File: config.mk
export PLATFORM = sky130hd
export DESIGN_NAME = vf_frequency_ramp_generator_top
export DESIGN_NICKNAME = d
export VERILOG_FILES = /design/src/rtl/vfrg_pkg.sv /design/src/rtl/vf_frequency_ramp_generator_top.sv
export VERILOG_INCLUDE_DIRS = /design/src /design/src/rtl
export SDC_FILE = /design/constraint.sdc
export NUM_CORES = 1
export LEC_CHECK = 0
export BUFFER_PORTS_ARGS = -buffer_cell sky130_fd_sc_hd__buf_2
export CORE_MARGIN = 5
export CORE_UTILIZATION = 55
export DETAILED_ROUTE_END_ITERATION = 10
export GPL_ROUTABILITY_DRIVEN = 0
export GPL_TIMING_DRIVEN = 0
export HOLD_SLACK_MARGIN = 0.06
export PLACE_DENSITY = 0.73
export SKIP_LAST_GASP = 1
export SLEW_MARGIN = 0
export SYNTH_ARGS = -nofsm -noshare
export SYNTH_HDL_FRONTEND = slang
export SYNTH_SLANG_ARGS = --single-unit
File: constraint.sdc
create_clock -name clock -period 9.2 [get_ports clock]
set_clock_uncertainty 0.15 [all_clocks]
set_input_delay 1.84 -clock clock [delete_from_list [all_inputs] [get_ports clock]]
set_output_delay 1.84 -clock clock [all_outputs]
set_load 0.05 [all_outputs]
File: src/rtl/vf_frequency_ramp_generator_top_defines.svh
// Assertion macros for the V/f frequency ramp generator.
// Used by vf_frequency_ramp_generator_top; expects signals named clock and reset.
`ifndef VF_FREQUENCY_RAMP_GENERATOR_TOP_DEFINES_SVH
`define VF_FREQUENCY_RAMP_GENERATOR_TOP_DEFINES_SVH
`ifndef SYNTH
`define VFRG_ASSERT_IMPL(label, ante, cons) \
   label: assert property (@(posedge clock) disable iff (reset) (ante) |-> (cons)) \
      else $error("vfrg assertion failed");
`define VFRG_ASSERT_NEXT(label, ante, cons) \
   label: assert property (@(posedge clock) disable iff (reset) (ante) |=> (cons)) \
      else $error("vfrg assertion failed");
`else
`define VFRG_ASSERT_IMPL(label, ante, cons)
`define VFRG_ASSERT_NEXT(label, ante, cons)
`endif
`endif

File: src/rtl/vfrg_pkg.sv
`timescale 1ns / 1ps
// Package of the V/f frequency ramp generator: register indexes, reset values,
// fixed-point constants and the stage payload type. No dependencies.
package vfrg_pkg;

   typedef logic [2:0] csr_index_type;

   localparam csr_index_type CSR_RAMP_STEP       = 3'd0;
   localparam csr_index_type CSR_RAMP_PERIOD     = 3'd1;
   localparam csr_index_type CSR_MAX_TARGET_HZ   = 3'd2;
   localparam csr_index_type CSR_ANGLE_GAIN      = 3'd3;
   localparam csr_index_type CSR_LED_LEVEL_ONE   = 3'd4;
   localparam csr_index_type CSR_LED_LEVEL_TWO   = 3'd5;
   localparam csr_index_type CSR_LED_LEVEL_THREE = 3'd6;

   localparam logic [5:0]         RST_RAMP_STEP       = 6'd1;
   localparam logic [9:0]         RST_RAMP_PERIOD     = 10'd100;
   localparam logic [7:0]         RST_MAX_TARGET_HZ   = 8'd50;
   localparam logic [9:0]         RST_ANGLE_GAIN      = 10'd256;
   localparam logic signed [15:0] RST_LED_LEVEL_ONE   = 16'sd10;
   localparam logic signed [15:0] RST_LED_LEVEL_TWO   = 16'sd25;
   localparam logic signed [15:0] RST_LED_LEVEL_THREE = 16'sd40;

   // Target in hertz is (adc + 42) / 82, done as a multiply by 2^24 / 82 rounded up.
   localparam logic [6:0]  ADC_ROUND    = 7'd42;
   localparam int          DIV82_RECIP_W = 18;
   localparam logic [17:0] DIV82_RECIP  = 18'd204601;
   localparam int          DIV82_SHIFT  = 24;

   localparam logic [11:0] FREQ_MAX      = 12'd2500;
   // Amplitude is frequency in tenths of a hertz * 8192 / 125, full scale from 50 Hz upwards.
   localparam logic [11:0] AMP_SAT_FREQ  = 12'd500;
   localparam logic [15:0] AMP_FULL      = 16'd32768;
   localparam logic [26:0] AMP_RECIP     = 27'd68719477;
   localparam int          AMP_SHIFT     = 20;

   localparam logic [19:0] ANGLE_WRAP    = 20'd400000;

   typedef struct packed {
      logic [11:0] freq;
      logic        running;
      logic [2:0]  leds;
   } ramp_result_type;

endpackage

File: src/rtl/vf_frequency_ramp_generator_top.sv
`timescale 1ns / 1ps
// Top level of the V/f frequency ramp generator: target selection, ramp,
// amplitude, phase angle and speed bar. Depends on vfrg_pkg and the defines header.
//
// One request item is one 100 us control tick: ADC sample, start and stop buttons
// and measured speed. Each request gives exactly one response item with frequency,
// V/f amplitude, phase angle, run flag and LED count, in request order.
// Both channels use valid and ready. The request is captured in an input register,
// the run flag, target and ramp state are updated in the second stage, and the
// amplitude and phase angle are formed into the output register in the third.
// The response is registered in stage two and then in the output register. One item
// can be accepted every cycle while the receiver does not stall; the rate is set by
// the state update in stage two. When the receiver stalls, the stages fill and
// req_ready falls once all three hold items; nothing is dropped. The configuration
// port is always ready; the user must write it only while the block is idle, which
// the block itself does not enforce. Synchronous reset clears the pipeline, the run
// flag, target, tick counter, frequency and angle, and loads the register defaults.
`include "vf_frequency_ramp_generator_top_defines.svh"
module vf_frequency_ramp_generator_top #(
   parameter int ADC_BITS = 12
) (
   input  logic                  clock,
   input  logic                  reset,
   input  logic                  req_valid,
   output logic                  req_ready,
   input  logic [ADC_BITS-1:0]   req_adc_target,
   input  logic                  req_start_button,
   input  logic                  req_stop_button,
   input  logic signed [15:0]    req_speed_el,
   output logic                  rsp_valid,
   input  logic                  rsp_ready,
   output logic [11:0]           rsp_freq_tenths,
   output logic [15:0]           rsp_amplitude,
   output logic [18:0]           rsp_phase_angle,
   output logic                  rsp_running,
   output logic [2:0]            rsp_led_count,
   input  logic                  csr_valid,
   output logic                  csr_ready,
   input  vfrg_pkg::csr_index_type csr_index,
   input  logic [15:0]           csr_data
);

   localparam int SUM_W  = ADC_BITS + 1;
   localparam int Q_W    = SUM_W - 6;
   localparam int PROD_W = SUM_W + vfrg_pkg::DIV82_RECIP_W;
   localparam int CMP_W  = (Q_W > 8) ? Q_W : 8;

   logic [5:0]         step_ff;
   logic [9:0]         period_ff;
   logic [7:0]         max_hz_ff;
   logic [9:0]         gain_ff;
   logic signed [15:0] lvl1_ff, lvl2_ff, lvl3_ff;

   logic               a_valid_ff;
   logic [Q_W-1:0]     a_quot_ff;
   logic               a_start_ff, a_stop_ff;
   logic signed [15:0] a_speed_ff;

   logic                      b_valid_ff;
   vfrg_pkg::ramp_result_type b_ff, b_in;

   logic        rsp_valid_ff;
   logic [11:0] rsp_freq_ff;
   logic [15:0] rsp_amp_ff, amp_in;
   logic [18:0] rsp_phase_ff;
   logic        rsp_running_ff;
   logic [2:0]  rsp_leds_ff;

   logic        run_ff, run_in;
   logic [11:0] target_ff, target_in;
   logic [9:0]  tick_ff, tick_in;
   logic [11:0] freq_ff, freq_in;
   logic [18:0] angle_ff, angle_in;

   logic c_free, b_free, a_move, b_move;

   logic [SUM_W-1:0]  adc_sum;
   logic [PROD_W-1:0] div_prod;
   logic [Q_W-1:0]    quot;

   logic [CMP_W-1:0] q_ext, max_ext;
   logic [7:0]       hz;
   logic [11:0]      hz_tenths;
   logic [2:0]       leds;
   logic [10:0]      tick_p1;
   logic             step_now;
   logic [12:0]      ramp_sum;
   logic [11:0]      ramp_diff, step_ext, freq_step;

   logic [35:0] amp_prod;
   logic [21:0] inc_prod;
   logic [19:0] angle_sum;

   assign c_free    = !rsp_valid_ff || rsp_ready;
   assign b_free    = !b_valid_ff || c_free;
   assign b_move    = b_valid_ff && c_free;
   assign a_move    = a_valid_ff && b_free;
   assign req_ready = !a_valid_ff || b_free;
   assign csr_ready = 1'b1;

   assign adc_sum  = SUM_W'(req_adc_target) + SUM_W'(vfrg_pkg::ADC_ROUND);
   assign div_prod = PROD_W'(adc_sum) * PROD_W'(vfrg_pkg::DIV82_RECIP);
   assign quot     = div_prod[vfrg_pkg::DIV82_SHIFT +: Q_W];

   always_comb begin
      run_in = run_ff;
      if (a_start_ff) begin
         run_in = 1'b1;
      end
      if (a_stop_ff) begin
         run_in = 1'b0;
      end

      q_ext   = CMP_W'(a_quot_ff);
      max_ext = CMP_W'(max_hz_ff);
      hz      = (q_ext > max_ext) ? max_hz_ff : q_ext[7:0];
      hz_tenths = 12'({hz, 3'b000}) + 12'({hz, 1'b0});

      priority if (run_in) begin
         target_in = hz_tenths;
      end else if (a_stop_ff) begin
         target_in = 12'd0;
      end else begin
         target_in = target_ff;
      end

      priority if (!run_in) begin
         leds = 3'd0;
      end else if (a_speed_ff <= lvl1_ff) begin
         leds = 3'd1;
      end else if (a_speed_ff <= lvl2_ff) begin
         leds = 3'd2;
      end else if (a_speed_ff <= lvl3_ff) begin
         leds = 3'd3;
      end else begin
         leds = 3'd4;
      end

      tick_p1   = {1'b0, tick_ff} + 11'd1;
      step_now  = !(tick_p1 < {1'b0, period_ff});
      step_ext  = 12'(step_ff);
      ramp_sum  = {1'b0, freq_ff} + 13'(step_ff);
      ramp_diff = freq_ff - target_in;

      priority if (!step_now) begin
         freq_step = freq_ff;
      end else if (freq_ff < target_in) begin
         freq_step = (ramp_sum > {1'b0, target_in}) ? target_in : ramp_sum[11:0];
      end else if (freq_ff > target_in) begin
         freq_step = (ramp_diff > step_ext) ? (freq_ff - step_ext) : target_in;
      end else begin
         freq_step = freq_ff;
      end

      freq_in = (freq_step > vfrg_pkg::FREQ_MAX) ? vfrg_pkg::FREQ_MAX : freq_step;
      tick_in = step_now ? 10'd0 : tick_p1[9:0];

      b_in.freq    = freq_in;
      b_in.running = run_in;
      b_in.leds    = leds;
   end

   always_comb begin
      amp_prod = 36'(b_ff.freq[8:0]) * 36'(vfrg_pkg::AMP_RECIP);
      amp_in   = (b_ff.freq >= vfrg_pkg::AMP_SAT_FREQ) ? vfrg_pkg::AMP_FULL
                                                      : amp_prod[vfrg_pkg::AMP_SHIFT +: 16];
      inc_prod  = 22'(b_ff.freq) * 22'(gain_ff);
      angle_sum = {1'b0, angle_ff} + 20'(inc_prod[21:8]);
      angle_in  = (angle_sum >= vfrg_pkg::ANGLE_WRAP) ? 19'd0 : angle_sum[18:0];
   end

   always_ff @(posedge clock) begin
      if (reset) begin
         step_ff   <= vfrg_pkg::RST_RAMP_STEP;
         period_ff <= vfrg_pkg::RST_RAMP_PERIOD;
         max_hz_ff <= vfrg_pkg::RST_MAX_TARGET_HZ;
         gain_ff   <= vfrg_pkg::RST_ANGLE_GAIN;
         lvl1_ff   <= vfrg_pkg::RST_LED_LEVEL_ONE;
         lvl2_ff   <= vfrg_pkg::RST_LED_LEVEL_TWO;
         lvl3_ff   <= vfrg_pkg::RST_LED_LEVEL_THREE;
      end else if (csr_valid && csr_ready) begin
         unique case (csr_index)
            vfrg_pkg::CSR_RAMP_STEP:       step_ff   <= csr_data[5:0];
            vfrg_pkg::CSR_RAMP_PERIOD:     period_ff <= csr_data[9:0];
            vfrg_pkg::CSR_MAX_TARGET_HZ:   max_hz_ff <= csr_data[7:0];
            vfrg_pkg::CSR_ANGLE_GAIN:      gain_ff   <= csr_data[9:0];
            vfrg_pkg::CSR_LED_LEVEL_ONE:   lvl1_ff   <= csr_data;
            vfrg_pkg::CSR_LED_LEVEL_TWO:   lvl2_ff   <= csr_data;
            vfrg_pkg::CSR_LED_LEVEL_THREE: lvl3_ff   <= csr_data;
            default: begin
            end
         endcase
      end
   end

   always_ff @(posedge clock) begin
      if (reset) begin
         a_valid_ff   <= 1'b0;
         b_valid_ff   <= 1'b0;
         rsp_valid_ff <= 1'b0;
         run_ff       <= 1'b0;
         target_ff    <= 12'd0;
         tick_ff      <= 10'd0;
         freq_ff      <= 12'd0;
         angle_ff     <= 19'd0;
      end else begin
         if (req_ready) begin
            a_valid_ff <= req_valid;
         end
         if (b_free) begin
            b_valid_ff <= a_valid_ff;
         end
         if (c_free) begin
            rsp_valid_ff <= b_valid_ff;
         end
         if (a_move) begin
            run_ff    <= run_in;
            target_ff <= target_in;
            tick_ff   <= tick_in;
            freq_ff   <= freq_in;
         end
         if (b_move) begin
            angle_ff <= angle_in;
         end
      end
   end

   always_ff @(posedge clock) begin
      if (req_valid && req_ready) begin
         a_quot_ff  <= quot;
         a_start_ff <= req_start_button;
         a_stop_ff  <= req_stop_button;
         a_speed_ff <= req_speed_el;
      end
      if (a_move) begin
         b_ff <= b_in;
      end
      if (b_move) begin
         rsp_freq_ff    <= b_ff.freq;
         rsp_amp_ff     <= amp_in;
         rsp_phase_ff   <= angle_ff;
         rsp_running_ff <= b_ff.running;
         rsp_leds_ff    <= b_ff.leds;
      end
   end

   assign rsp_valid       = rsp_valid_ff;
   assign rsp_freq_tenths = rsp_freq_ff;
   assign rsp_amplitude   = rsp_amp_ff;
   assign rsp_phase_angle = rsp_phase_ff;
   assign rsp_running     = rsp_running_ff;
   assign rsp_led_count   = rsp_leds_ff;

   `VFRG_ASSERT_IMPL(a_freq_bound, 1'b1, freq_ff <= vfrg_pkg::FREQ_MAX)
   `VFRG_ASSERT_IMPL(a_angle_bound, 1'b1, {1'b0, angle_ff} < vfrg_pkg::ANGLE_WRAP)
   `VFRG_ASSERT_IMPL(a_leds_off, rsp_valid_ff && !rsp_running_ff, rsp_leds_ff == 3'd0)
   `VFRG_ASSERT_NEXT(a_result_follows, b_valid_ff && c_free, rsp_valid_ff)

endmodule

==> results of run 1 <==
## registers in the layout, indices dropped and copies added, names as in the netlist, 16 cells and up
name and cells:
a_speed_ff 16, angle_ff 19, b_ff 16, lvl1_ff 16, lvl2_ff 16, lvl3_ff 16
rsp_amplitude 16, rsp_phase_angle 19
## cells in the final DEF (no fill, tap or decap), drive strengths merged, types with 20 or more instances in the layout
cell and count:
nand2 299, o21ai 69, o211ai 21, mux2i 20, and2 71, fa 199, nand3 39, ha 351
nor3 37, xor2 34, xnor2 48, nand2b 28, nor2 142, nand4 26, a21o 44, o21a 24
edfxtp 92, clkbuf 101, dfxtp 139, nor2b 34, buf 126, inv 421, a21oi 160
## worst paths after layout
kind	startpoint	endpoint	slack [ns]	cells past startpoint
worst max-delay path	b_ff[4]	angle_ff[16]	0.52	31
worst min-delay path	b_ff[2]	rsp_led_count[2]	0.29	0
worst max register to register	b_ff[4]	angle_ff[16]	0.52	31
worst min register to register	b_ff[2]	rsp_led_count[2]	0.29	0
## per-stage QoR
step / hold slack, ns / power [mW] / setup WS [ns] / utilization (%) / cells
after floorplan: 0.250 / 3.11 / 0.869 / - / 2587
after global placement: 0.259 / 3.60 / -0.463 / 58.5 / 3230
after detailed placement: 0.267 / 3.72 / -0.907 / 58.6 / 3232
after CTS: 0.291 / 4.84 / 0.0590 / 60.9 / 3284
after global routing: 0.303 / 5.26 / 0.0975 / 61.1 / 3291
final: 0.286 / 4.83 / 0.520 / 61.1 / 3291
## Yosys cell counts (all sizes together), types with 5 or more instances
library cell  instances  share of area (%)
a21o                 44                1.4
o211ai               21               0.70
nor2                142                2.3
mux2i                20               0.86
nor4                  8               0.21
o2111ai               5               0.19
clkbuf               70                1.1
edfxtp               92                 12
a22o                 18               0.68
xor2                 34                1.3
a211oi               10               0.32
or2                  14               0.38
o21ai                69                1.5
a311oi                7               0.29
a21boi                5               0.16
nand3                39               0.86
nor3b                 8               0.26
nor2b                34               0.91
xnor2                48                1.8
dfxtp               139                 12
nand2b               28               0.75
o22ai                 6               0.16
and3                 18               0.48
a21oi               160                3.4
or3                  12               0.32
and2                 71                1.9
nor3                 37               0.79
o31ai                10               0.34
nand2               299                4.8
nand4                26               0.70
inv                 420                6.8
a31oi                 8               0.31
o21bai               13               0.42
o221ai                5               0.19
o21a                 24               0.77
and4                 10               0.38
buf                   8               0.26
ha                  351                 19
fa                  199                 17
## layer usage
layer | GRT usage [%] | up-vias
met4 | 10.4 | 0
met3 | 3.25 | 169
met2 | 43.2 | 604
li1 | - | 8914
met1 | 29.5 | 8938
met5 | 0 | -
## timing repair
action / 4_1_cts / 5_1_grt
gates resized for setup: 8 / 16
endpoints found under the setup margin: 18 / 19
setup buffers: 5 / 7
## kinds of logic after synthesis
family	Yosys count	share of synthesized area, %
flip-flops	231	23.8
buffers and inverters	498	8.14
adder cells (fa/ha/maj)	553	36.1
other	2	0.0322
AO/OA/AOI/OAI	444	12.5
XOR/XNOR	82	3.11
multiplexers	24	1.07
AND/OR/NAND/NOR	753	15.4
## report_power, final
part / leakage (nW) / total [mW] / switching (mW) / internal, mW
clock network: 0.450 / 1.10 / 0.443 / 0.656
logic: 9.77 / 2.56 / 1.45 / 1.11
registers: 2.00 / 1.17 / 0.0403 / 1.13
total: 12.2 / 4.83 / 1.93 / 2.90
## area by class of cell
class / count / area, um2 / area share (%)
sequential: 231 / 5550 / 21.6
clock buffer: 34 / 743 / 2.90
inverter: 420 / 1580 / 6.15
multi-input combinational: 1858 / 15900 / 62.2
clock inverter: 13 / 168 / 0.654
buffer: 75 / 322 / 1.25
tap: 539 / 674 / 2.63
timing repair buffer: 118 / 651 / 2.54
antenna: 3 / 7.51 / 0.0293
## critical path, delay by kind of cell (launching register included)
| family | cells | cell delay, ns |
|---|---|---|
| AND/OR/NAND/NOR | 8 | 1.95 |
| XOR/XNOR | 1 | 0.15 |
| buffers and inverters | 6 | 1.01 |
| flip-flops | 1 | 0.45 |
| AO/OA/AOI/OAI | 9 | 1.61 |
| adder cells (fa/ha/maj) | 7 | 3.29 |
==> results.py, run 1 <==
metrics = {
    "logic_synthesis": {
        "async_flop_share_pct": 0,
        "ys_ff_latch": 231,
        "edff_count_synth": 92,
        "dominantRegCellSynth": "dfxtp_1",
        "synthesis.nets": 3191,
        "synth.yosys.seq_area_share_pct": 23.8,
        "synth-warning-count": 0,
        "synth.distinct_cells": 82,
        "avgSynthCellArea_um2": 9.02,
        "mappedNetlistArea_um2": 23300,
        "postSynthCellCount": 2587,
    },
    "global_routing": {
        "grt_pass1_wl_um": 93700,
        "first_global_vias": 19126,
        "grt_overflow_total": 0,
        "grt_start_max_net_pins": 46,
        "groute.usage.overall_pct": 24.2,
        "antenna_found_initial": 3,
    },
    "clock_network": {
        "ctsRootBufferMaster": "clkbuf_16",
        "tritoncts": "yes",
        "cts_buffers": 26,
        "cts_hold_buffers": 0,
        "clk-insertion-delay-late_ns": 0.57,
        "h-tree-depth": 1,
        "clockBufferDepth": 3,
        "clkSinkCount": 231,
        "clock_input_transition_at_the_sequential_cells_of_the_worst_setup_and_hold_paths_ns": 0.06,
    },
    "placement": {
        "dpl_cell_area_um2": 24600,
        "place.detailed.hpwl_um": 46300,
        "number_of_buffers_inserted_by_port_buffering": 104,
    },
    "floorplanning": {
        "top_level_ports": 108,
        "core-area_um2": 41900,
        "rows": 75,
        "die_area_um2": 46600,
        "die_y_um": 216,
        "initial_utilization_pct": 55.6,
        "floorplan.die.width_um": 216,
    },
    "sta": {
        "final.min_clock_period_ns": 8.68,
        "maxSlewHeadroom_pct": 4.86,
        "fmaxAchievable_mhz": 115,
        "report.final.setup_viol": 0,
        "rsz0062_at_grt": "no",
        "hold_violations": 0,
        "timing.setup.tns_ns": 0,
        "period_share_pct": 94.4,
        "worstMarginPinSlew_ns": 1.43,
        "final_max_slew_viol_count": 0,
    },
    "run": {
        "drv_cap": 0,
    },
    "routing": {
        "detailroute.via_count": 18625,
        "wire_per_inst_um": 17.4,
        "drt_drc_violations_left": 0,
        "wire_length_on_met1_um": 22800,
        "first_iter_violations": 1230,
        "routed_via_density": 5.66,
        "drt_pass1_iterations": 6,
        "route.antenna.remaining_nets": 0,
        "met3_length_um": 3330,
        "routed_wirelength_um": 57400,
        "detailroute.wirelength.met2_um": 28600,
        "top_layer": "met4",
    },
    "critical_path": {
        "cp_data_required_time_ns": 9.55,
        "setup.worst_path.end_class": "flop",
        "max_stage_delay_ns": 0.55,
        "cp_data_arrival_time_ns": 9.03,
        "cpMostUsedCell": "fa_1",
        "critical_path_class": "flop to flop",
        "worst_path_max_delay_cell": "fa_1",
        "timing.critical_path.from_type": "flop",
        "critical_path.max_fanout": 10,
    },
    "layout": {
        "post_route_cells_drive_above_1_share_pct": 8.11,
        "postLayoutCellArea_um2": 25600,
        "synthesis_to_layout_area_growth_pct": 9.90,
        "nFillCells": 3574,
        "fin_nets": 3334,
    },
    "pwr": {
        "ir_worst_vdd_mv": 0.353,
        "power_density_nw_per_um2": 188,
        "total_leakage_power_nw": 12.2,
    },
    "min_path": {
        "hp-class": "flop to flop",
    },
    "outcome": {
        "result_of_the_run": "complete, no violations",
    },
}
(Power assumes the default switching activity.)
==> run 2, diff against run 1 <==
- clock period: 9.2 -> 10.5 ns (I/O delays scaled with it)
==> run 2 against run 1 <==
Clock-buffer cell count unchanged; global-route usage down 0.054 points; die area did not move; maximum frequency down 11%; critical path type unchanged; core utilization decreased by 0.30 points; cell area is 0.48% lower.
==> results.py, run 2 (synthesis results as in run 1) <==
metrics = {
    "run": {
        "drv_cap": 0,
    },
    "clock_network": {
        "cts_resized": 0,
        "clockBufferDepth": 3,
        "clk-insertion-delay-late_ns": 0.57,
        "cts.repair_timing.setup_buffer_count": 0,
        "ctsRootBufferMaster": "clkbuf_16",
        "clkSinkCount": 231,
        "cts_hold_buffers": 0,
        "cts_buffers": 26,
        "clock_input_transition_at_the_sequential_cells_of_the_worst_setup_and_hold_paths_ns": 0.06,
        "h-tree-depth": 1,
        "tritoncts": "yes",
    },
    "layout": {
        "synthesis_to_layout_area_growth_pct": 9.37,
        "nFillCells": 3591,
        "layout.cells.non_filler": 3282,
        "most-common-layout-cells": "inv_1 (419), ha_1 (351), nand2_1 (298)",
        "mostFrequentLayoutCell": "inv_1",
        "fin_nets": 3325,
        "post_route_cells_drive_above_1_share_pct": 7.23,
    },
    "floorplanning": {
        "top_level_ports": 108,
        "die_y_um": 216,
        "initial_utilization_pct": 55.6,
        "rows": 75,
        "core-area_um2": 41900,
        "die_area_um2": 46600,
        "floorplan.die.width_um": 216,
    },
    "sta": {
        "hold_violations": 0,
        "worstMarginPinSlew_ns": 1.41,
        "report.final.setup_viol": 0,
        "final.min_clock_period_ns": 9.73,
        "setup_ws_ns": 0.771,
        "fmaxAchievable_mhz": 103,
        "rsz0062_at_grt": "no",
        "maxSlewHeadroom_pct": 6.19,
        "period_share_pct": 92.7,
        "final_max_slew_viol_count": 0,
        "timing.setup.tns_ns": 0,
    },
    "critical_path": {
        "reg2reg_from": "b_ff[9]",
        "cp_data_arrival_time_ns": 10.07,
        "reg2reg_end": "angle_ff[7]",
        "cp_data_required_time_ns": 10.84,
        "critical_path_class": "flop to flop",
        "setup.worst_path.end_class": "flop",
        "max_stage_delay_ns": 0.67,
        "critical_path.max_fanout": 10,
        "worst_path_max_delay_cell": "edfxtp_1",
        "reg2reg_depth": 33,
        "timing.reg2reg.setup_slack_ns": 0.77,
        "timing.critical_path.from_type": "flop",
        "cpMostUsedCell": "fa_1",
    },
    "min_path": {
        "whs_endpoint": "rsp_led_count[2]",
        "depth_of_the_worst_hold_timing_path": 0,
        "worst_hold_startpoint": "b_ff[2]",
        "hp-class": "flop to flop",
    },
    "global_routing": {
        "first_global_vias": 19107,
        "groute.usage.overall_pct": 24.2,
        "grt_start_max_net_pins": 46,
        "grt_pass1_wl_um": 93500,
        "grt_overflow_total": 0,
        "antenna_found_initial": 3,
    },
    "routing": {
        "detailroute.wirelength.met2_um": 28400,
        "routed_via_density": 5.66,
        "met3_length_um": 3580,
        "wire_per_inst_um": 17.4,
        "route.antenna.remaining_nets": 0,
        "detailroute.via_count": 18576,
        "first_iter_violations": 1153,
        "wire_length_on_met1_um": 22600,
        "drt_pass1_iterations": 6,
        "drt_drc_violations_left": 0,
        "top_layer": "met4",
        "routed_wirelength_um": 57200,
    },
    "placement": {
        "place.detailed.hpwl_um": 46300,
        "place.detailed.instances": 3232,
        "placement.setup.worst_slack_ns": 0.393,
        "number_of_buffers_inserted_by_port_buffering": 104,
    },
    "pwr": {
        "ir_worst_vdd_mv": 0.308,
        "total_leakage_power_nw": 12.1,
        "power_density_nw_per_um2": 166,
    },
    "outcome": {
        "result_of_the_run": "complete, no violations",
    },
}
==> run 2: how the worst max path moves through the flow <==
| stage | endpoint | slack (ns) | from | cells after the start |
|---|---|---|---|---|
| 2_1_floorplan | a_quot_ff[6] | 2.12 | req_adc_target[1] | 26 |
| 3_3_place_gp | angle_ff[13] | 0.84 | b_ff[6] | 33 |
| 3_5_place_dp | angle_ff[16] | 0.39 | b_ff[7] | 33 |
| 4_1_cts | angle_ff[8] | 0.34 | b_ff[10] | 33 |
| 5_1_grt | angle_ff[16] | 0.11 | b_ff[11] | 34 |
| 6_report | angle_ff[7] | 0.77 | b_ff[9] | 33 |
==> run 2: worst max-delay path: cells and delay by family, from the launching register on <==
family,cells,cell delay [ns]
DFF,1,0.67
xor gates and xnor gates,1,0.13
adders and majority gates,7,2.86
AOI/OAI and AO/OA,9,2.79
buffers and inverters,5,1.10
and+or+nand+nor,11,1.96
==> run 2: metrics by stage <==
| stage | hold slack (ns) | area, um2 | utilization, % | total power [mW] |
|---|---|---|---|---|
| global route | 0.303 | 25500 | 60.8 | 4.60 |
| CTS | 0.291 | 25500 | 60.8 | 4.24 |
| floorplan | 0.250 | 23300 | - | 2.73 |
| global placement | 0.259 | 24500 | 58.5 | 3.15 |
| detailed placement | 0.267 | 24600 | 58.6 | 3.26 |
| finish | 0.286 | 25500 | 60.8 | 4.22 |
==> run 2: per-layer routing <==
layer / up-vias / GRT usage [%]
li1: 8905 / -
met1: 8899 / 29.4
met2: 603 / 42.9
met3: 169 / 3.41
met4: 0 / 10.5
met5: - / 0
==> run 2: cell type report <==
type,count,area [um2],area share (%)
tap,539,674,2.64
antenna,3,7.51,0.0294
inverter,420,1580,6.18
sequential,231,5550,21.7
clock buffer,34,743,2.91
buffer,78,323,1.27
timing repair buffer,106,561,2.20
multi-input combinational,1858,15900,62.4
clock inverter,13,168,0.657
==> run 2: report_power, final <==
| group | switching [mW] | leakage [nW] | total [mW] | internal [mW] |
|---|---|---|---|---|
| Clock | 0.386 | 0.450 | 0.961 | 0.575 |
| Combinational | 1.26 | 9.68 | 2.23 | 0.973 |
| Sequential | 0.0391 | 2.00 | 1.03 | 0.990 |
| Total | 1.68 | 12.1 | 4.22 | 2.54 |
